$ cat src/rtl/rtha_pkg.sv
// Shared types, widths and constants of the right-triangle solver.
package rtha_pkg;

  localparam int IN_W          = 16;
  localparam int HYP_W         = 17;
  localparam int ANG_W         = 15;
  localparam int CW            = 64;
  localparam int ZW            = 32;
  localparam int SQR_W         = 2 * IN_W;
  localparam int SUM_W         = SQR_W + 1;
  localparam int SQ_W          = SUM_W + 1;
  localparam int ROOT_W        = SQ_W / 2;
  localparam int REM_W         = ROOT_W + 1;
  localparam int SQRT_STEPS    = SQ_W / 2;
  localparam int CORDIC_STAGES = 31;
  localparam int FRONT_STAGES  = 3;
  localparam int PIPE_DEPTH    = FRONT_STAGES + CORDIC_STAGES + 1;
  localparam int SCALE_BITS    = 60;
  localparam int Q30_FRAC      = 30;
  localparam int RND_W         = ZW + 1;

  localparam logic [ZW-2:0] HALF_PI_Q30 = 31'd1686629713;

  typedef struct packed {
    logic signed [CW-1:0] x;
    logic signed [CW-1:0] y;
    logic signed [ZW-1:0] z;
    logic [SQ_W-1:0]      sq;
    logic [REM_W-1:0]     rem;
    logic [ROOT_W-1:0]    root;
    logic                 a_zero;
    logic                 b_zero;
  } cord_t;

  typedef struct packed {
    logic [HYP_W-1:0] hyp;
    logic [ANG_W-1:0] angle_a;
    logic [ANG_W-1:0] angle_b;
    logic             degen;
  } res_t;

  function automatic logic signed [ZW-1:0] atan_q30(input int idx);
    logic signed [ZW-1:0] v;
    unique case (idx)
      0:  v = 32'sh3243F6A8;
      1:  v = 32'sh1DAC6705;
      2:  v = 32'sh0FADBAFC;
      3:  v = 32'sh07F56EA6;
      4:  v = 32'sh03FEAB76;
      5:  v = 32'sh01FFD55B;
      6:  v = 32'sh00FFFAAA;
      7:  v = 32'sh007FFF55;
      8:  v = 32'sh003FFFEA;
      9:  v = 32'sh001FFFFD;
      10: v = 32'sh000FFFFF;
      11: v = 32'sh0007FFFF;
      12: v = 32'sh0003FFFF;
      13: v = 32'sh0001FFFF;
      14: v = 32'sh0000FFFF;
      15: v = 32'sh00007FFF;
      16: v = 32'sh00003FFF;
      17: v = 32'sh00001FFF;
      18: v = 32'sh00000FFF;
      19: v = 32'sh000007FF;
      20: v = 32'sh000003FF;
      21: v = 32'sh000001FF;
      22: v = 32'sh000000FF;
      23: v = 32'sh0000007F;
      24: v = 32'sh0000003F;
      25: v = 32'sh0000001F;
      26: v = 32'sh0000000F;
      27: v = 32'sh00000008;
      28: v = 32'sh00000004;
      29: v = 32'sh00000002;
      30: v = 32'sh00000001;
      default: v = '0;
    endcase
    return v;
  endfunction

endpackage

$ cat src/rtl/rtha_stage.sv
// One CORDIC vectoring stage, with a square-root digit step in the stages below SQRT_STEPS.
module rtha_stage import rtha_pkg::*; #(
  parameter int IDX = 0
) (
  input  logic  clk,
  input  logic  en,
  input  cord_t d,
  output cord_t q
);

  localparam logic signed [ZW-1:0] ATAN = atan_q30(IDX);

  logic signed [CW-1:0] xs;
  logic signed [CW-1:0] ys;
  logic [REM_W+1:0]     remt;
  logic [REM_W+1:0]     trial;
  logic [REM_W+1:0]     diff;
  logic                 ge;
  cord_t                q_nxt;
  cord_t                q_r;

  always_comb begin
    xs    = d.x >>> IDX;
    ys    = d.y >>> IDX;
    remt  = {d.rem, d.sq[SQ_W-1 -: 2]};
    trial = (REM_W+2)'({d.root, 2'b01});
    diff  = remt - trial;
    ge    = (remt >= trial);
    q_nxt = d;
    if (!d.y[CW-1]) begin
      q_nxt.x = d.x + ys;
      q_nxt.y = d.y - xs;
      q_nxt.z = d.z + ATAN;
    end else begin
      q_nxt.x = d.x - ys;
      q_nxt.y = d.y + xs;
      q_nxt.z = d.z - ATAN;
    end
    if (IDX < SQRT_STEPS) begin
      q_nxt.sq   = d.sq << 2;
      q_nxt.rem  = ge ? REM_W'(diff) : REM_W'(remt);
      q_nxt.root = {d.root[ROOT_W-2:0], ge};
    end
  end

  always_ff @(posedge clk) begin
    if (en) begin
      q_r <= q_nxt;
    end
  end

  assign q = q_r;

endmodule

$ cat config.mk
export PLATFORM = sky130hd
export DESIGN_NAME = rtha_stage
export DESIGN_NICKNAME = d
export VERILOG_FILES = /design/src/rtl/rtha_pkg.sv /design/src/rtl/rtha_stage.sv
export SDC_FILE = /design/constraint.sdc
export NUM_CORES = 1
export LEC_CHECK = 0
export ABC_AREA = 1
export ABC_CLOCK_PERIOD_IN_PS = 5500
export BUFFER_PORTS_ARGS = -buffer_cell sky130_fd_sc_hd__buf_2
export CAP_MARGIN = 20
export CORE_ASPECT_RATIO = 1.4
export CORE_MARGIN = 3
export CORE_UTILIZATION = 25
export CTS_CLUSTER_DIAMETER = 80
export DETAILED_ROUTE_END_ITERATION = 8
export GPL_TIMING_DRIVEN = 0
export PLACE_DENSITY_LB_ADDON = 0.1
export SYNTH_ARGS = -nofsm -noshare
export SYNTH_HDL_FRONTEND = slang
export SYNTH_SLANG_ARGS = --single-unit
$ cat constraint.sdc
create_clock -name clk -period 5.5 [get_ports clk]
set_input_delay 0.275 -clock clk [delete_from_list [all_inputs] [get_ports clk]]
set_output_delay 0.275 -clock clk [all_outputs]
set_load 0.03 [all_outputs]
**Word level (Yosys, flattened, before mapping)**

Cells that the tools add are included.

- Flip-flop bits (word level): 229
- Bits of input ports: 233
- Output and inout port bits: 231
- Logic and storage cells: 17

- Add/sub/neg operators: 6
- $lt $le $gt $ge: 1
- Muxes and demuxes: 2

Operator list:

| operator | number |
|---|---|
| $mux 160 | 1 |
| $sub 64x64->64 | 2 |
| $add 64x64->64 | 1 |
| $add 32x31->32 const B | 1 |
| $sub 32x31->32 const B | 1 |
| $ge 20x19->1 | 1 |
| $mux 18 | 1 |
| $sub 18x18->18 | 1 |

**Longest topological paths before layout**

- Word-level depth: 2
- Depth in mapped cells: 19
- Mapped depth without buffers: 18

**Worst setup path after synthesis**

No wires, ideal clock.

- Path kind: input to register
- Start point: input port d[166] in the netlist's numbering
- End point: register q_r, in the netlist q[93] (data pin)
- Library setup time: 259 ps
- Arrival time: 2501 ps
- Setup slack: 2740 ps
- Stages: 14
- Path through: clkbuf_1 -> inv_1 -> clkbuf_1 -> buf_2 -> ha_1 -> a21oi_1 -> nand2_1 -> a21oi_1 -> o21ai_0 -> nand2_1 -> nand2_1 -> nand2_1 -> nand2_1 -> xor2_1

RTL lines:

| what | line | source |
|---|---|---|
| start: declaration | rtha_stage.sv:7 | `input cord_t d,` |
| end signal: assignment | rtha_stage.sv:48 | `q_r <= q_nxt;` |
| end: declaration | rtha_stage.sv:20 | `cord_t q_r;` |

==> results.md <==
* Outcome: completed
* Synth area leaders: edfxtp_1 25%, nand2_1 21%, inv_1 12%
* Post-synth top flop: edfxtp_1
* Max Root-Sink Buffers at 3
* Peak supply drop at 256 uV
* TritonCTS buffer count at 30
* WS Path Type: in2reg
* Syn. warnings at 0
* Nets@finish at between 5k and 6k
* Sw frac at 0.444
* Largest net degree at the start of global routing at approximately 110
* Fmax at 255 MHz
* Antenna Nets Post-Route at 0
* Max Cap Viol at 0
* Fill cell count at 12.4k
* WL final at 138 mm
* DR pass1 iterations at 6
* Design area at around 0.033 mm^2
* Post-synthesis cell type count at 44
* Final Util at 0.309
* Setup Viol. Count Final at 0
* Leading area contributor after synthesis: edfxtp_1
* Power share of the clock group at 0.262
* Via density per instance at roughly 4.6
* DRT iter0 DRCs at a little under 2k
* Tmin final at slightly below 4 ns
* Routed via count at between 20k and 30k
* Post-DP HPWL at ~120 mm
* Detailed-route DRC error count at 0
* Crit-path cells: buf_2 > clkbuf_1 > inv_1 > clkbuf_1 > buf_2 > ha_1 > nand3_1 > nand2_1 > a21oi_1 > o21ai_0 > nand3_1 > o21ai_0 > xor2_1
* Power per cell area at approximately 240 mW/mm^2
* Top-count cell post-synth: nand2_1
* Mean routed wirelength per cell at around 21 um
* CP Max Fanout at 24
* Worst slew margin at 0.231
* Gpl congestion at around 0.97
* RSZ-0062 raised after global routing: no
* First-pass GRT wire length at between 150 and 200 mm
* Final period utilization at 0.714
* Reg power frac at 0.290
* Worst hold endpoint: q[34]$_DFFE_PP_
* # IOs at roughly 460
* Top-area cell type share of the netlist area at 0.251
* EDFF count, synth at ~230
* Hold/Removal Path Class: in2reg
* Area growth, synth to finish at 21.8%
* Die width at roughly 290 um
* Element type at the critical path end: flip-flop
* Max reg flops at about 230
* Worst slew pin tran at 1.15 ns
* Commonest cells in the netlist: 1525 x nand2_1, 861 x inv_1, 333 x nand3_1
* Die ar. at between 0.1 and 0.15 mm^2
* CP Launch Type: input pin
* Htree depth at 1
* # rows at ~140
* Antenna violations before repair at 10
* Layout cells sized above 1 at 0.142
* Clk sinks at roughly 230
* GRT overflow at 0
* CP max-delay cell: clkbuf_1
* Sequential area share after synthesis at 0.251
* Initial core utilization at 0.254
* Logic gate share of total power at 0.448
* Psw at about 3.5 mW
* Final hold vios at 0
* Mapped Area at around 0.027 mm^2
* # resized after CTS at 0
* Internal power at roughly 4.4 mW
* Avg Synthesized Cell Area at around 6.2 um^2
* GRT Total Usage at 0.235
* Slew Limit Fails at 0
* WHS Path Cells at 3
* Core area at 0.108 mm^2
* Vias in the first global route at 28.9k
* Worst EP arrival at around 4.4 ns
* Data required, critical path at around 6.0 ns
* Post-Syn Instances at around 4.4k
* Worst-path clk slew at approximately 0.06 ns
* Count of buffers from port buffering at 461
* CTS tree: done
* Leakage at around 18 nW
* TNS Setup at 0 ns
* CP peak stage delay at 0.62 ns
* Die height at roughly 400 um
* Root buf cell: clkbuf_16
* Post-DP Area at between 0.03 and 0.04 mm^2
* Post CTS Setup Buffer Count at 0
* Ys async rst share at 0
* Synthesis-stage register bit count at roughly 230
* Min-delay src: d[32]
* Post-CTS Hold Buffers at 73
[critical path: cells and delay by family]
| kind | cells | cell delay (ns) |
|---|---|---|
| adder cells (fa/ha/maj) | 1 | 0.56 |
| XOR/XNOR | 1 | 0.25 |
| AND/OR/NAND/NOR | 3 | 0.41 |
| buffers and inverters | 5 | 1.96 |
| AO/OA/AOI/OAI | 3 | 0.84 |
[how the worst max path moves through the flow]
stage	startpoint	endpoint	slack (ns)	depth (start not counted)
2_1_floorplan	d[166]	q[93]$_DFFE_PP_	2.74	14
3_3_place_gp	en	q[5]$_DFFE_PP_	0.48	1
3_5_place_dp	d[166]	q[96]$_DFFE_PP_	0.91	14
4_1_cts	d[166]	q[96]$_DFFE_PP_	1.59	14
5_1_grt	d[166]	q[96]$_DFFE_PP_	1.30	15
6_report	d[166]	q[97]$_DFFE_PP_	1.57	13
[layout make-up]
class | instances | area, um^2 | share of cell area
multi-input cells | 3206 | 16600 | 0.497
inverters | 886 | 3330 | 0.0999
repair buffers | 538 | 3150 | 0.0945
clock inverters | 19 | 241 | 0.00725
plain buffers | 95 | 604 | 0.0182
well taps | 1440 | 1800 | 0.0541
flip-flops and latches | 228 | 6850 | 0.206
diodes | 7 | 17.5 | 0.000526
clock buffers | 31 | 754 | 0.0227
[layer usage]
layer,global-route usage,up-vias,part of all wire
met3,0.0217,203,0.051
met4,0.104,0,0.051
met5,0,-,0
met1,0.270,13800,0.39
met2,0.439,958,0.51
li1,-,14900,-
[metrics by stage]
step	hold slack (ns)	std cells	worst slack, ns	power (mW)
floorplan	0.374	4415	2.74	4.42
CTS	0.00535	6443	1.59	7.98
global route	0.0283	6444	1.30	8.31
detailed placement	0.454	6320	0.911	5.79
global placement	0.452	6316	0.481	5.80
finish	0.0563	6450	1.57	7.84
[power groups by stage]
stage	logic (mW)	clock network, mW	registers, mW
after floorplan	1.64	0	2.78
after global placement	3.48	0	2.32
after detailed placement	3.48	0	2.31
after CTS	3.54	2.16	2.28
after global routing	3.81	2.21	2.29
final	3.51	2.05	2.27
[cells by family (layout without fill, tap and decap cells)]
logic type                 count (synthesis)  after routing  synth area share
and+or+nand+nor                         2337           2337             0.357
DFF                                      228            228             0.251
AOI/OAI and AO/OA                        534            534             0.106
xor gates and xnor gates                  77             77            0.0247
adders and majority gates                256            256             0.118
buffers and inverters                    981           1569             0.144
other                                      1              9          0.000137
[placed cells by master, fill, tap and decap left out, types with 12 or more instances in the layout]
master,instances
nand4_1,47
buf_4,42
a31oi_1,12
o21bai_1,42
dlygate4sd3_1,73
xnor2_1,15
inv_2,25
nor3_1,17
nor2_1,302
o22ai_1,23
xor2_1,62
nor3_2,23
o21ai_0,163
nand2_2,19
a21oi_1,259
o21ai_1,13
edfxtp_1,228
clkbuf_1,19
ha_1,252
nand3_1,333
nor2_2,42
inv_1,861
nand2_1,1525
clkbuf_16,30
buf_2,484
No activity file was read; power rests on OpenSTA's default activity.
