**src/rtl/rtha_pkg.sv**
```systemverilog
// Shared types, widths and constants of the right-triangle solver.
package rtha_pkg;

  localparam int IN_W          = 16;
  localparam int HYP_W         = 17;
  localparam int ANG_W         = 15;
  localparam int CW            = 64;
  localparam int ZW            = 32;
  localparam int SQR_W         = 2 * IN_W;
  localparam int SUM_W         = SQR_W + 1;
  localparam int SQ_W          = SUM_W + 1;
  localparam int ROOT_W        = SQ_W / 2;
  localparam int REM_W         = ROOT_W + 1;
  localparam int SQRT_STEPS    = SQ_W / 2;
  localparam int CORDIC_STAGES = 31;
  localparam int FRONT_STAGES  = 3;
  localparam int PIPE_DEPTH    = FRONT_STAGES + CORDIC_STAGES + 1;
  localparam int SCALE_BITS    = 60;
  localparam int Q30_FRAC      = 30;
  localparam int RND_W         = ZW + 1;

  localparam logic [ZW-2:0] HALF_PI_Q30 = 31'd1686629713;

  typedef struct packed {
    logic signed [CW-1:0] x;
    logic signed [CW-1:0] y;
    logic signed [ZW-1:0] z;
    logic [SQ_W-1:0]      sq;
    logic [REM_W-1:0]     rem;
    logic [ROOT_W-1:0]    root;
    logic                 a_zero;
    logic                 b_zero;
  } cord_t;

  typedef struct packed {
    logic [HYP_W-1:0] hyp;
    logic [ANG_W-1:0] angle_a;
    logic [ANG_W-1:0] angle_b;
    logic             degen;
  } res_t;

  function automatic logic signed [ZW-1:0] atan_q30(input int idx);
    logic signed [ZW-1:0] v;
    unique case (idx)
      0:  v = 32'sh3243F6A8;
      1:  v = 32'sh1DAC6705;
      2:  v = 32'sh0FADBAFC;
      3:  v = 32'sh07F56EA6;
      4:  v = 32'sh03FEAB76;
      5:  v = 32'sh01FFD55B;
      6:  v = 32'sh00FFFAAA;
      7:  v = 32'sh007FFF55;
      8:  v = 32'sh003FFFEA;
      9:  v = 32'sh001FFFFD;
      10: v = 32'sh000FFFFF;
      11: v = 32'sh0007FFFF;
      12: v = 32'sh0003FFFF;
      13: v = 32'sh0001FFFF;
      14: v = 32'sh0000FFFF;
      15: v = 32'sh00007FFF;
      16: v = 32'sh00003FFF;
      17: v = 32'sh00001FFF;
      18: v = 32'sh00000FFF;
      19: v = 32'sh000007FF;
      20: v = 32'sh000003FF;
      21: v = 32'sh000001FF;
      22: v = 32'sh000000FF;
      23: v = 32'sh0000007F;
      24: v = 32'sh0000003F;
      25: v = 32'sh0000001F;
      26: v = 32'sh0000000F;
      27: v = 32'sh00000008;
      28: v = 32'sh00000004;
      29: v = 32'sh00000002;
      30: v = 32'sh00000001;
      default: v = '0;
    endcase
    return v;
  endfunction

endpackage

```
**src/rtl/rtha_back.sv**
```systemverilog
// Back stage: angle clamping, special legs, root rounding and output scaling.
module rtha_back import rtha_pkg::*; #(
  parameter int ANGLE_FRAC_BITS = 14
) (
  input  logic  clk,
  input  logic  en,
  input  cord_t d,
  output res_t  res
);

  localparam int RSH = Q30_FRAC - ANGLE_FRAC_BITS;
  localparam logic [RND_W-1:0] RHALF = RND_W'((64'd1 << RSH) >> 1);

  logic [ZW-2:0]     zc;
  logic [ROOT_W-1:0] hyp_nxt;
  logic              degen_nxt;
  logic [ZW-2:0]     za_r;
  logic [ZW-2:0]     zb_r;
  logic [ROOT_W-1:0] hyp_r;
  logic              degen_r;
  logic [RND_W-1:0]  sa;
  logic [RND_W-1:0]  sb;

  always_comb begin
    degen_nxt = d.a_zero && d.b_zero;
    priority if (d.a_zero) begin
      zc = '0;
    end else if (d.b_zero) begin
      zc = HALF_PI_Q30;
    end else if (d.z < 0) begin
      zc = '0;
    end else if ((ZW-1)'(d.z) > HALF_PI_Q30) begin
      zc = HALF_PI_Q30;
    end else begin
      zc = (ZW-1)'(d.z);
    end
    hyp_nxt = (d.rem > REM_W'(d.root)) ? d.root + ROOT_W'(1) : d.root;
  end

  always_ff @(posedge clk) begin
    if (en) begin
      za_r    <= degen_nxt ? '0 : zc;
      zb_r    <= degen_nxt ? '0 : HALF_PI_Q30 - zc;
      hyp_r   <= hyp_nxt;
      degen_r <= degen_nxt;
    end
  end

  always_comb begin
    sa          = RND_W'(za_r) + RHALF;
    sb          = RND_W'(zb_r) + RHALF;
    res.hyp     = HYP_W'(hyp_r);
    res.angle_a = ANG_W'(sa >> RSH);
    res.angle_b = ANG_W'(sb >> RSH);
    res.degen   = degen_r;
  end

endmodule

```
**config.mk**
```make
export PLATFORM = sky130hd
export DESIGN_NAME = rtha_back
export DESIGN_NICKNAME = d
export VERILOG_FILES = /design/src/rtl/rtha_pkg.sv /design/src/rtl/rtha_back.sv
export SDC_FILE = /design/constraint.sdc
export NUM_CORES = 1
export LEC_CHECK = 0
export ABC_AREA = 0
export BUFFER_PORTS_ARGS = -buffer_cell sky130_fd_sc_hd__buf_2
export CORE_MARGIN = 8
export CORE_UTILIZATION = 45
export DETAILED_ROUTE_END_ITERATION = 16
export MAX_ROUTING_LAYER = met4
export PLACE_DENSITY = 0.88
export SLEW_MARGIN = 20
export SYNTH_ARGS = -nofsm -noshare
export SYNTH_HDL_FRONTEND = slang
export SYNTH_SLANG_ARGS = --single-unit
```
**constraint.sdc**
```tcl
create_clock -name clk -period 4.9 [get_ports clk]
set_input_delay 0.49 -clock clk [delete_from_list [all_inputs] [get_ports clk]]
set_output_delay 0.49 -clock clk [all_outputs]
set_load 0.01 [all_outputs]
```
### Yosys cells after proc, flatten, opt, wreduce, memory -nomap -nowiden

Index checks and enable logic that the tools add are counted.

| operators by class | value |
|---|---|
| reduce and logical (&&, ||, !) cells | 1 |
| $lt $le $gt $ge | 3 |
| muxes and demuxes | 5 |
| add/subtract/negate cells | 4 |

Operator list:

| cell | count |
|---|---|
| $mux W31 | 4 |
| $add A31 B16 Y31 const B | 2 |
| $lt A32 B1 Y1 const B | 1 |
| $gt A31 B31 Y1 const B | 1 |
| $sub A31 B31 Y31 const A | 1 |
| $gt A18 B17 Y1 | 1 |
| $add A17 B1 Y17 const B | 1 |
| $mux W17 | 1 |
| $logic_and A1 B1 Y1 | 1 |

| word-level totals | value |
|---|---|
| logic and storage cells | 17 |
| flip-flop bits (word level) | 80 |
| output and inout bits | 48 |

### Depth between registers and ports, before layout

| depth | value |
|---|---|
| word-level depth | 6 |
| gate-level depth with buffers | 11 |

### Worst setup path after synthesis

OpenSTA, ideal clock, no wires.

| timing | value |
|---|---|
| path kind | in2reg |
| start | in d[5] (netlist name) |
| end | reg hyp_r[9], data pin |
| arrival | 2.473 ns |
| required time | 4.636 ns |
| path buffers | 0 |
| slack | 2.163 ns |
| stages on the path | 10 |
| path through | inv_1 -> ha_1 -> a21o_1 -> a21oi_1 -> o221ai_1 -> a2111oi_0 -> o21bai_1 -> a31oi_1 -> nor4_1 -> xnor2_1 |

| on the way | value |
|---|---|
| word-level cells in the longest chain between the ends | 2 |
| elaborated cells between the ends (all ways) | 3 |
| classes of those cells | add/sub (1); order compare (1); mux (1) |

Ends and longest elaborated chain:

| item | RTL line | text |
|---|---|---|
| from (decl) | rtha_back.sv:7 | `input cord_t d,` |
| $add A17 B1 Y17 / $gt A18 B17 Y1 (equally long branches) | rtha_back.sv:37 | `hyp_nxt = (d.rem > REM_W'(d.root)) ? d.root + ROOT_W'(1) : d.root;` |
| $mux W17 (*) | rtha_back.sv:37 |  |
| named net hyp_nxt[9] | rtha_back.sv:15 | `logic [ROOT_W-1:0] hyp_nxt;` |
| to (signal assigned) | rtha_back.sv:44 | `hyp_r <= hyp_nxt;` |
| to (decl) | rtha_back.sv:19 | `logic [ROOT_W-1:0] hyp_r;` |

The timed path passes the listed nets; every way through them passes the cells marked *.
A chain may end at the register's enable or synchronous reset.

### Worst setup path in the final report

| timing | value |
|---|---|
| start | in d[5] (netlist name) |
| end | reg hyp_r[11], data pin |

The elaborated chain is that of the path after synthesis.

==> flow_metrics.py <==
metrics = {
    "floorplan": {
        "rows": 34,
        "die-area_sq_mm": 0.0118,
        "dieWidth_microns": 109,
        "dieHeight_microns": 109,
        "ios": 281,
        "start_util_pct": 45.4,
        "fp.coreArea_sq_mm": 0.00851,
    },
    "cts": {
        "clock_sinks": 50,
        "h-tree-depth": 2,
        "cts_resized": 0,
        "path_clk_slew_ns": 0.09,
        "postCtsHoldBufs": 0,
        "cts_buffers": 5,
        "clockBufferDepth": 2,
        "cts-root-buf": "clkbuf_8",
        "cts_tree": "yes",
        "cts_setup_buffers": 0,
    },
    "drt": {
        "drt_iter0_drc": 207,
        "avgRoutedWirePerCell_microns": 17.9,
        "drc": 0,
        "via_per_inst": 5.77,
        "wl_microns": 11300,
        "dr.pass1.iters": 5,
        "antenna_left": 0,
        "via_count": 3631,
    },
    "pwr": {
        "peakVddDrop_mv": 0.125,
        "cellPowerDensity_mw_per_mm2": 240,
        "p_leak_nw": 1.97,
    },
    "final_layout": {
        "ff_latch_area_sq_mm": 0.00150,
        "diodes": 0,
        "final_common_cell": "buf_2",
        "fin_nets": 773,
        "area_delta_synth_final_pct": 21.0,
        "final_cell_count_no_fill": 629,
        "final_cell_mix": "buf_2, edfxtp_1, xnor2_1, nand2_1",
        "drive_above_1_share_pct": 28.8,
        "final_area_sq_mm": 0.00468,
        "multi_input_area_sq_mm": 0.00221,
        "fill_cells": 782,
    },
    "worst_hold_path": {
        "hold_depth": 2,
        "whs_endpoint": "hyp_r[8]",
        "hold_class": "in2reg",
        "hold_path.startpoint": "d[10]",
    },
    "timing": {
        "max_slew.worst_pin.slew_ns": 0.757,
        "fin_crit_sh_pct": 64.3,
        "finalMaxSlewViolations": 0,
        "slew_headroom_pct": 49.3,
        "tns_ns": 0,
        "fin_ws_ns": 1.75,
        "hold_viol": 0,
        "setup_viol": 0,
        "fmax_mhz": 317,
        "rsz0062_at_grt": "false",
        "hold_slack_ns": 0.513,
        "finalWorstPathRequiredPeriod_ns": 3.15,
    },
    "critical_path": {
        "slowest_delay_ns": 0.64,
        "cp_max_fo": 7,
        "path_class": "in2reg",
        "slowest_stage": "a2111oi_0",
        "worstPathRequired_ns": 4.96,
        "cp-end-kind": "flip-flop",
        "worstPathCellList": "buf_2, inv_1, ha_1, a21o_1, a21oi_1, o221ai_1, a2111oi_0, o21bai_1, a31oi_1, nor3_1, xnor2_1",
        "critPathLaunchType": "primary input",
        "worstPathArrival_ns": 3.21,
    },
    "global_routing": {
        "busiest_layer": "met2",
        "grt_pass1_wl_microns": 17800,
        "grtUsageMet2_pct": 30.2,
        "met3_usage_pct": 2.42,
        "grt_pass1_vias": 3640,
        "overflow": 0,
        "grt_antenna_before_repair": 0,
        "grtUsageTotal_pct": 19.2,
        "grt_util_met1_pct": 25.1,
        "grt_start_max_net_pins": 51,
    },
    "status": {
        "status": "completed",
    },
    "synthesis": {
        "synth_area_per_cell_sq_um": 9.64,
        "synthAdderAreaFrac_pct": 6.48,
        "synth_top_family_by_area": "simple AND/OR/NAND/NOR gates",
        "synth_ff_type": "edfxtp_1",
        "yosysWarnings": 0,
        "synth.largest_area_cell": "edfxtp_1",
        "syn-num-nets": 654,
        "muxShareOfSynthArea_pct": 0.291,
        "synth_top_area_share_pct": 38.9,
        "synth_edf_count": 50,
        "synth_simple_gate_area_share_pct": 24.4,
        "ys_top_cells_by_area": "edfxtp_1, xnor2_1, ha_1",
        "synth_cell_type_count": 67,
        "synth_compound_area_share_pct": 15.4,
        "syn-instance-count": 401,
        "synthArstFlopShare_pct": 0,
        "synthesis.area_sq_mm": 0.00386,
        "synth-xor-area-share_pct": 10.7,
        "ys_ff_latch": 50,
        "yosysSeqAreaShare_pct": 38.9,
    },
    "placed_design": {
        "numPortBuffers": 118,
        "gp_congestion": 0.956,
        "dp.cells": 621,
        "pre_cts_slack_ns": 1.55,
        "dp_hpwl_microns": 9190,
        "place_area_sq_mm": 0.00456,
    },
    "flow_run": {
        "cap_violations": 0,
    },
}
==> through the flow <==
step | power, W | utilization, %
CTS | 0.00113 | 54.9
finish | 0.00112 | 55.0
global route | 0.00118 | 55.0
floorplan | 0.000702 | -
detailed placement | 0.000837 | 53.6
global placement | 0.000827 | 53.6
==> cells in the mapped netlist (3+ instances only) <==
cell type and n:
buf_2 3, nand4_1 14, clkbuf_1 3, inv_1 26, nand3_1 18, o21bai_1 3
xor2_1 12, and2_1 4, or2_2 4, o32ai_1 3, edfxtp_1 50, nand2b_1 6
and4_1 6, or3_1 4, nor3_1 9, a21o_1 6, nor2b_1 6, o21ai_0 20
nand2_1 32, ha_1 20, a31oi_1 7, a21oi_1 15, and3_1 11, xnor2_1 35
nor2_1 26, a211oi_1 3, nor4_1 4
==> metal layers <==
metal / vias to the layer above / share of wire, %
met5: - / 0
met3: 16 / 7.1
li1: 1747 / -
met4: 0 / 2.2
met1: 1676 / 45
met2: 192 / 46
==> report_power, final <==
part	internal (W)	switching [W]
Combinational	0.000119	0.000168
Clock	0.000153	0.000140
Sequential	0.000516	0.0000261
==> kinds of logic (layout without fill, tap and decap cells) <==
family / count (synthesis) / count (layout)
fa+ha+maj: 20 / 20
flops: 50 / 50
mux: 1 / 1
compound gates: 84 / 84
xor+xnor: 47 / 47
buf+inv: 36 / 156
simple gates: 163 / 163
==> final cells by class <==
cell class | count | area share, %
Clock buffer | 5 | 1.47
Tap cell | 108 | 2.89
Timing Repair Buffer | 121 | 13.2
Multi-Input combinational cell | 315 | 47.3
Clock inverter | 3 | 0.936
Sequential cell | 50 | 32.1
Inverter | 27 | 2.17
==> registers in the layout, indices dropped and copies added, names as in the netlist <==
signal / cells
za_r: 16
degen_r: 1
hyp_r: 17
zb_r: 16
==> worst max-delay path: cells and delay by family <==
kind                       cells  cell delay [ns]
adders and majority gates      1             0.27
xor gates and xnor gates       1             0.16
AOI/OAI and AO/OA              6             1.90
and+or+nand+nor                1             0.15
buffers and inverters          2             0.24
==> worst max path at each step <==
| stage | from | endpoint | slack (ns) |
|---|---|---|---|
| floorplan | d[5] | hyp_r[9] | 2.16 |
| global placement | d[83] | zb_r[26] | 1.65 |
| detailed placement | d[5] | hyp_r[11] | 1.55 |
| CTS | d[5] | hyp_r[11] | 1.90 |
| global route | d[5] | hyp_r[11] | 1.48 |
| finish | d[5] | hyp_r[11] | 1.75 |
(Power assumes the default switching activity.)
