## config.mk

```make
export PLATFORM = sky130hd
export DESIGN_NAME = rtha_front
export DESIGN_NICKNAME = d
export VERILOG_FILES = /design/src/rtl/rtha_pkg.sv /design/src/rtl/rtha_front.sv
export SDC_FILE = /design/constraint.sdc
export NUM_CORES = 1
export LEC_CHECK = 0
export BUFFER_PORTS_ARGS = -buffer_cell sky130_fd_sc_hd__buf_2
export CORE_MARGIN = 2
export CORE_UTILIZATION = 32
export CTS_CLUSTER_SIZE = 25
export DETAILED_ROUTE_END_ITERATION = 8
export PLACE_DENSITY = 0.56
export SYNTH_ARGS = -nofsm -noshare
export SYNTH_HDL_FRONTEND = slang
export SYNTH_SLANG_ARGS = --single-unit
```

## constraint.sdc

```tcl
create_clock -name clk -period 6.56 [get_ports clk]
set_input_delay 0.984 -clock clk [delete_from_list [all_inputs] [get_ports clk]]
set_output_delay 0.984 -clock clk [all_outputs]
set_load 0.02 [all_outputs]
```

## src/rtl/rtha_pkg.sv

```systemverilog
// Shared types, widths and constants of the right-triangle solver.
package rtha_pkg;

  localparam int IN_W          = 16;
  localparam int HYP_W         = 17;
  localparam int ANG_W         = 15;
  localparam int CW            = 64;
  localparam int ZW            = 32;
  localparam int SQR_W         = 2 * IN_W;
  localparam int SUM_W         = SQR_W + 1;
  localparam int SQ_W          = SUM_W + 1;
  localparam int ROOT_W        = SQ_W / 2;
  localparam int REM_W         = ROOT_W + 1;
  localparam int SQRT_STEPS    = SQ_W / 2;
  localparam int CORDIC_STAGES = 31;
  localparam int FRONT_STAGES  = 3;
  localparam int PIPE_DEPTH    = FRONT_STAGES + CORDIC_STAGES + 1;
  localparam int SCALE_BITS    = 60;
  localparam int Q30_FRAC      = 30;
  localparam int RND_W         = ZW + 1;

  localparam logic [ZW-2:0] HALF_PI_Q30 = 31'd1686629713;

  typedef struct packed {
    logic signed [CW-1:0] x;
    logic signed [CW-1:0] y;
    logic signed [ZW-1:0] z;
    logic [SQ_W-1:0]      sq;
    logic [REM_W-1:0]     rem;
    logic [ROOT_W-1:0]    root;
    logic                 a_zero;
    logic                 b_zero;
  } cord_t;

  typedef struct packed {
    logic [HYP_W-1:0] hyp;
    logic [ANG_W-1:0] angle_a;
    logic [ANG_W-1:0] angle_b;
    logic             degen;
  } res_t;

  function automatic logic signed [ZW-1:0] atan_q30(input int idx);
    logic signed [ZW-1:0] v;
    unique case (idx)
      0:  v = 32'sh3243F6A8;
      1:  v = 32'sh1DAC6705;
      2:  v = 32'sh0FADBAFC;
      3:  v = 32'sh07F56EA6;
      4:  v = 32'sh03FEAB76;
      5:  v = 32'sh01FFD55B;
      6:  v = 32'sh00FFFAAA;
      7:  v = 32'sh007FFF55;
      8:  v = 32'sh003FFFEA;
      9:  v = 32'sh001FFFFD;
      10: v = 32'sh000FFFFF;
      11: v = 32'sh0007FFFF;
      12: v = 32'sh0003FFFF;
      13: v = 32'sh0001FFFF;
      14: v = 32'sh0000FFFF;
      15: v = 32'sh00007FFF;
      16: v = 32'sh00003FFF;
      17: v = 32'sh00001FFF;
      18: v = 32'sh00000FFF;
      19: v = 32'sh000007FF;
      20: v = 32'sh000003FF;
      21: v = 32'sh000001FF;
      22: v = 32'sh000000FF;
      23: v = 32'sh0000007F;
      24: v = 32'sh0000003F;
      25: v = 32'sh0000001F;
      26: v = 32'sh0000000F;
      27: v = 32'sh00000008;
      28: v = 32'sh00000004;
      29: v = 32'sh00000002;
      30: v = 32'sh00000001;
      default: v = '0;
    endcase
    return v;
  endfunction

endpackage

```

## src/rtl/rtha_front.sv

```systemverilog
// Front stages: leg masking, squaring, sum of squares and CORDIC start vector.
module rtha_front import rtha_pkg::*; #(
  parameter int SIDE_BITS = 16
) (
  input  logic            clk,
  input  logic            en,
  input  logic [IN_W-1:0] side_a,
  input  logic [IN_W-1:0] side_b,
  output cord_t           q
);

  localparam int MASK_BITS = (SIDE_BITS < IN_W) ? SIDE_BITS : IN_W;
  localparam logic [IN_W-1:0] IN_MASK = IN_W'((65'd1 << MASK_BITS) - 65'd1);
  localparam int XSH = SCALE_BITS - SIDE_BITS;

  logic [IN_W-1:0]  a0_r;
  logic [IN_W-1:0]  b0_r;
  logic [IN_W-1:0]  a1_r;
  logic [IN_W-1:0]  b1_r;
  logic [SQR_W-1:0] aa1_r;
  logic [SQR_W-1:0] bb1_r;
  logic [SUM_W-1:0] sum;
  cord_t            q_nxt;
  cord_t            q_r;

  always_comb begin
    sum          = SUM_W'(aa1_r) + SUM_W'(bb1_r);
    q_nxt.x      = CW'(b1_r) << XSH;
    q_nxt.y      = CW'(a1_r) << XSH;
    q_nxt.z      = '0;
    q_nxt.sq     = SQ_W'(sum);
    q_nxt.rem    = '0;
    q_nxt.root   = '0;
    q_nxt.a_zero = (a1_r == '0);
    q_nxt.b_zero = (b1_r == '0);
  end

  always_ff @(posedge clk) begin
    if (en) begin
      a0_r  <= side_a & IN_MASK;
      b0_r  <= side_b & IN_MASK;
      a1_r  <= a0_r;
      b1_r  <= b0_r;
      aa1_r <= SQR_W'(a0_r) * SQR_W'(a0_r);
      bb1_r <= SQR_W'(b0_r) * SQR_W'(b0_r);
      q_r   <= q_nxt;
    end
  end

  assign q = q_r;

endmodule

```

[Yosys cells after proc, flatten, opt, wreduce, memory -nomap -nowiden]
Index checks and enable logic that the tools add are counted.
Cells by class
  multiply operators: 2
  reductions and logical operators: 2
  add/sub/neg operators: 1
Operators with widths (count)
  $mul 16x16->32: 2
  $add 32x32->33: 1
  $logic_not 16->1: 2
Word-level totals
  output and inout bits: 231
  register bits: 195
  word-level logic and storage cells: 16
  bits of input ports: 34

[Longest topological paths before layout]
Gate-level depths: netlist (run 1).
  word-level depth: 1
  gate-level depth with buffers: 26
  gate-level depth less buffers: 24

[Worst setup path after synthesis (run 1)]
Ideal clock, no wire load.
  path type: register to register
  start: register a0_r[1]
  end: register aa1_r[30], data pin
  stages on the path, launching flop included: 23
  buffers on the path: 2
  clock period less this slack: 6082 ps
  data required time: 6293 ps
  setup time: 267 ps
  slack: 478 ps
  arrival: 5816 ps
  cell sequence: edfxtp_1 > clkbuf_1 > clkbuf_1 > nand2_1 > fa_1 > fa_1 > inv_1 > fa_1 > fa_1 > fa_1 > inv_1 > fa_1 > inv_1 > ha_1 > a21o_1 > a21o_1 > a221o_1 > nand2_1 > o211ai_2 > o31a_2 > nand4_1 > a311oi_2 > xor2_1
On the way
  cells in the longest elaborated chain, start to end: 1
Ends and longest elaborated chain
  from (decl): RTL line rtha_front.sv:16  | logic [IN_W-1:0] a0_r;
  from (signal assigned): RTL line rtha_front.sv:40  | a0_r <= side_a & IN_MASK;
  $mul 16x16->32: RTL line rtha_front.sv:44  | aa1_r <= SQR_W'(a0_r) * SQR_W'(a0_r);
  to (signal assigned): RTL line rtha_front.sv:44
  to (decl): RTL line rtha_front.sv:20  | logic [SQR_W-1:0] aa1_r;
Every way passes these cells.
A chain may end at the register's enable or synchronous reset.

[Worst setup path in the final report (run 1)]
  start: register b0_r[11]
  end: register bb1_r[31], data pin
On the way
  cells in the longest elaborated chain, start to end: 1
Ends and longest elaborated chain
  from (decl): RTL line rtha_front.sv:17  | logic [IN_W-1:0] b0_r;
  from (signal assigned): RTL line rtha_front.sv:41  | b0_r <= side_b & IN_MASK;
  $mul 16x16->32: RTL line rtha_front.sv:45  | bb1_r <= SQR_W'(b0_r) * SQR_W'(b0_r);
  to (signal assigned): RTL line rtha_front.sv:45
  to (decl): RTL line rtha_front.sv:21  | logic [SQR_W-1:0] bb1_r;
Every way passes these cells.

==> summary.txt, run 1 <==
Cells and area
  • Area Overhead vs Synth: 9.05%
  • Most frequent cells in the layout: inv_1, fa_1, ha_1
  • Most common cell after layout, fill and taps aside: inv_1
  • Filler cells: 7166
  • Post-route design area: 24800 µm²
  • Util after Layout: 0.353
  • Share of layout cells above drive strength 1: 0.0996
  • Fin nets: 2920

Timing
  • Final hold vios: 0
  • Setup TNS Final: 0 ps
  • Final Max Tran Viols: 0
  • Worst rel slew slack: 0.334
  • Hold WS: 453 ps
  • Final setup fails: 0
  • Final period util: 0.965
  • Post-Route Skew: 16.4 ps
  • Minimum clock period after layout: 6330 ps
  • Least-Margin Pin Slew: 990 ps
  • Fmax: 0.158 GHz

Routing
  • Post-route ant nets: 0
  • Drt wl/cell: 14.6 µm
  • Remaining DRCs: 0
  • Total number of vias: 14500
  • Vias per std cell: 4.41
  • Final WL: 47.8 mm
  • DR iter-0 viols: 867
  • 1st-pass router iterations: 5

CTS
  • Hold_buf cts: 0
  • Num CTS Buffers: 17
  • Clock tree sinks: 191
  • TritonCTS clock tree: done
  • H-tree lvl count: 4
  • Clock buffer depth: 2
  • Root Buffer: clkbuf_16
  • Clock Pin Slew Worst Setup and Hold Paths: 80 ps
  • Clk_lat worst skew: 490 ps

Critical path
  • CP startpoint kind: register
  • Worst-path fanout max: 10
  • Critical Path Sink Type: register
  • Critical path required time: 6800 ps
  • Setup CP Type: reg -> reg
  • Arrival time at the worst endpoint: 6580 ps

Place
  • Post-DP HPWL: 39.8 mm
  • GPL Wtd Cong: 0.856
  • Post-DP Area: 24000 µm²
  • Count of input and output buffers: 100

Synthesis
  • Async S/R FF share, synth: 0
  • Main synth FF type: edfxtp_1
  • Gate Count Post-Synth: 2182
  • Yosys top cell area share: 0.285
  • #FFs+latches synth: 191
  • Post-synth EDFFs: 191
  • Sequential cell area fraction in the yosys report: 0.252
  • Syn_area_per_cell: 10.4 µm²
  • Main area contributors after synthesis: fa_1, edfxtp_1, ha_1
  • Distinct cells, synth: 62
  • Syn Std Cell Area: 22700 µm²
  • Synth warn: 0
  • Cell taking the most area after synthesis: fa_1

GRT
  • Tot GR Track Use: 0.137
  • First-pass GRT wire length: 79.3 mm
  • Initial antenna violation count: 2
  • Number of global-route vias before repair: 15500
  • Largest net degree at the start of global routing: 95
  • Grt total ovfl: 0

Floorplanning
  • Top Ports: 265
  • Row cnt: 97
  • Core Box Area: 70100 µm²
  • Initial core utilization: 0.324
  • Die width: 271 µm
  • Die ar.: 73200 µm²
  • Die Height: 271 µm

Outcome
  • Status: complete, no violations

Worst hold path
  • Hold WC Path Type: reg -> reg

Run
  • Max-Cap Viols: 0
[logic make-up (layout without fill, tap and decap cells)]
| kind of cell | after synthesis | after routing | synth area share |
|---|---|---|---|
| adders and majority gates | 559 | 559 | 0.415 |
| xor gates and xnor gates | 98 | 98 | 0.0377 |
| buffers and inverters | 706 | 701 | 0.144 |
| and+or+nand+nor | 416 | 416 | 0.0875 |
| other | 1 | 165 | 0.000165 |
| muxes | 3 | 3 | 0.00143 |
| DFF | 191 | 191 | 0.252 |
| AOI/OAI and AO/OA | 208 | 208 | 0.0627 |
[cell type report]
class                           instances  area [µm²]  area share
Antenna cell                            1        2.50    0.000101
Timing Repair Buffer                  166        1020      0.0410
Clock buffer                           17         425      0.0172
Clock inverter                         15         193     0.00777
Sequential cell                       191        5740       0.231
Tap cell                              940        1180      0.0474
Multi-Input combinational cell       1448       14400       0.579
Inverter                              503        1890      0.0761
[worst paths after layout]
path | from | endpoint | slack, ps | cells after the start
worst min-delay path | b1_r[3] | q[214] | 450 | 0
worst max register to register | b0_r[11] | bb1_r[31] | 230 | 21
worst max-delay path | b0_r[11] | bb1_r[31] | 230 | 21
worst min register to register | b1_r[3] | q[214] | 450 | 0
[through the flow]
step           instances  worst slack [ps]
5_1_grt             3280             -16.1
6_report            3281               229
4_1_cts             3257               221
2_1_floorplan       2345               478
3_5_place_dp        3225               230
3_3_place_gp        3225               255
[metal layers]
metal | GRT usage | part of all wire
met4 | 0.0413 | 0.017
met5 | 0 | 0
met1 | 0.179 | 0.44
met3 | 0.0217 | 0.041
met2 | 0.233 | 0.50
[worst max-delay path: stages (launching register included)]
cell	delay, ps
edfxtp_1	530
buf_4	250
nand2_1	120
fa_1	570
inv_1	70
fa_1	560
fa_1	420
fa_1	460
fa_1	490
inv_1	50
fa_1	470
inv_1	40
ha_1	340
a21o_1	200
a211o_1	300
nor2b_1	140
a21oi_1	230
o31ai_4	150
o31ai_4	340
o21ai_1	120
a21oi_1	180
xnor2_1	80
[sequential cells by signal, summed over array words and instances (netlist names)]
name	flops
q	67
aa1_r	30
bb1_r	30
a0_r	16
a1_r	16
b0_r	16
b1_r	16
[timing repair]
action                     4_1_cts  5_1_grt
setup buffers                    0       23
gates resized for setup          0        3
setup endpoints to repair        0       11
[Yosys cell counts (3+ instances only)]
cell type and count:
inv_1 503, fa_1 324, ha_1 235, edfxtp_1 191
nand2_1 167, buf_4 164, and2_1 77, nor2_1 72
xnor2_1 70, a21oi_1 62, clkbuf_1 39, a21o_1 37
o21ai_0 32, xor2_1 28, nand3_1 19, nor2b_1 18
nand2b_1 11, nor3_1 11, a211oi_1 9, and3_1 9
nor4_1 9, a31o_2 8, o21a_1 8, or2_2 8
o21bai_1 7, o211ai_1 6, a211o_1 3, a21boi_0 3
a311oi_1 3, a31oi_1 3, and4_1 3, nand3b_1 3
nand4_1 3
Power of run 1 is not shown: default switching activity piles up to over one toggle a cycle in this logic, so the estimate is an artifact.
==> run 2: changes to the inputs <==
- PLACE_DENSITY: 0.56 -> 0.54
- clock period: 6.56 -> 5.9 ns (I/O delays scaled with it)
==> summary.txt, run 2 (same netlist as run 1, synthesis figures left out) <==
Timing
  • Final setup fails: 13 (+13)
  • Hold WS: 451 ps (-1.59 ps)
  • Worst rel slew slack: 0.274 (-0.0598)
  • Minimum clock period after layout: 6120 ps (-210 ps)
  • Post-Route Skew: 16.3 ps (-0.0855 ps)
  • Final period util: 1.04 (+0.0724)
  • Fmax: 0.163 GHz (+3.4%)
  • Final hold vios: 0 (unchanged)
  • Least-Margin Pin Slew: 1080 ps (+88.9 ps)
  • Final setup margin: -222 ps (-450 ps)
  • Final Max Tran Viols: 0 (unchanged)
  • RSZ-0062 raised after global routing: yes
  • Setup TNS Final: -1250 ps (-1250 ps)

Floorplanning
  • Die Height: 271 µm (unchanged)
  • Core Box Area: 70100 µm² (unchanged)
  • Row cnt: 97 (unchanged)
  • Initial core utilization: 0.324 (unchanged)
  • Die width: 271 µm (unchanged)
  • Die ar.: 73200 µm² (unchanged)
  • Top Ports: 265 (unchanged)

GRT
  • Number of global-route vias before repair: 16400 (+5.9%)
  • Tot GR Track Use: 0.142 (+0.00503)
  • Largest net degree at the start of global routing: 100 (+5.3%)
  • Initial antenna violation count: 0 (-2)
  • First-pass GRT wire length: 82.9 mm (+4.6%)
  • Grt total ovfl: 0 (unchanged)

Routing
  • Final WL: 50.1 mm (+4.9%)
  • Vias per std cell: 4.35 (-1.4%)
  • 1st-pass router iterations: 5 (unchanged)
  • Remaining DRCs: 0 (unchanged)
  • DR iter-0 viols: 552 (-36%)
  • M1 wire length: 22.6 mm (+7.1%)
  • DR top layer: met4
  • Routed length on met3: 1.81 mm (-8.4%)
  • Post-route ant nets: 0 (unchanged)
  • Drt wl/cell: 14.4 µm (-0.98%)
  • Total number of vias: 15100 (+4.5%)
  • WL met2: 25.1 mm (+4.9%)

Critical path
  • Setup CP Type: reg -> reg
  • Critical Path Sink Type: register
  • Critical path required time: 6130 ps (-670 ps)
  • Worst-path fanout max: 4 (-6)
  • Arrival time at the worst endpoint: 6350 ps (-230 ps)
  • FF-to-FF setup slack: -220 ps (-450 ps)
  • CP startpoint kind: register

Outcome
  • Failing checks: setup timing
  • Status: finished with violations

Cells and area
  • Fin nets: 3117 (+6.7%)
  • Combined area of the multi-input logic cells: 15000 µm² (+4.5%)
  • N_diodes: 0 (-1)
  • Largest register FFs: 67 (unchanged)
  • Filler cells: 7055 (-1.5%)
  • Share of layout cells above drive strength 1: 0.229 (+0.129)
  • Most frequent cells in the layout: inv_1, fa_1, buf_4
  • Most common cell after layout, fill and taps aside: inv_1
  • Area Overhead vs Synth: 19.0%
  • Reg area: 5740 µm² (unchanged)
  • Util after Layout: 0.386 (+0.0321)

CTS
  • Clock tree sinks: 191 (unchanged)
  • Hold_buf cts: 0 (unchanged)
  • Num CTS Buffers: 17 (unchanged)
  • Clock Pin Slew Worst Setup and Hold Paths: 90 ps (about the same)
  • TritonCTS clock tree: done
  • Clk_lat worst skew: 500 ps (about the same)
  • H-tree lvl count: 4 (unchanged)
  • Root Buffer: clkbuf_16
  • Clock buffer depth: 2 (unchanged)

Place
  • Count of input and output buffers: 100 (unchanged)
  • Post-DP HPWL: 41.0 mm (+2.8%)
  • DP Worst Slack: -264 ps (-494 ps)
  • GPL Wtd Cong: 0.830 (-3.1%)

Run
  • Max-Cap Viols: 0 (unchanged)

Worst hold path
  • Hold WC Path Type: reg -> reg
==> run 2: changes by cell type in the layout (fill, tap and decap cells not counted), sizes merged <==
cell	delta
clkinvlp	+1
buf	+197
diode	-1
clkbuf	+1
clkinv	-5
inv	+3
==> run 2: final cells by class <==
cell class,count,share of cell area
clock inverters,14,0.00467
inverters,503,0.0698
clock buffers,18,0.0159
flip-flops and latches,191,0.212
multi-input cells,1448,0.555
repair buffers,363,0.0996
well taps,940,0.0435
==> run 2: final timing paths <==
kind / cells after the start / from / endpoint
max: 22 / a0_r[3] / aa1_r[30]
min: 0 / a1_r[1] / q[148]
max reg2reg: 22 / a0_r[3] / aa1_r[30]
min reg2reg: 0 / a1_r[1] / q[148]
==> run 2: timing repair <==
item	CTS	global route
setup buffers	28	38
pin swaps	48	139
endpoints found under the setup margin	18	27
cloned	0	1
resized for setup	66	164
==> run 2: routing by layer <==
metal,GRT usage,vias up
met3,0.0266,37
li1,-,7200
met1,0.187,7710
met4,0.0345,0
met5,0,-
met2,0.240,175
==> run 2: stage by stage <==
step           cell area (µm²)  std cells
6_report                 27000       3477
5_1_grt                  27000       3477
4_1_cts                  26200       3445
3_5_place_dp             25300       3386
3_3_place_gp             25300       3386
2_1_floorplan            23400       2345
==> run 2: critical path, cell delays in order, from the launching register on <==
cell,delay (ps)
edfxtp_1,470
nand2_2,110
inv_2,40
fa_1,550
inv_2,40
fa_1,540
inv_2,40
fa_1,520
inv_2,50
fa_1,530
inv_1,50
fa_1,490
fa_1,450
ha_4,290
nand3_2,80
or3_4,370
o31ai_4,290
nand3_2,110
o211ai_2,90
o31a_2,190
nand4_1,150
a311oi_2,310
xor2_1,100
Power of run 2 is left out for the same reason.
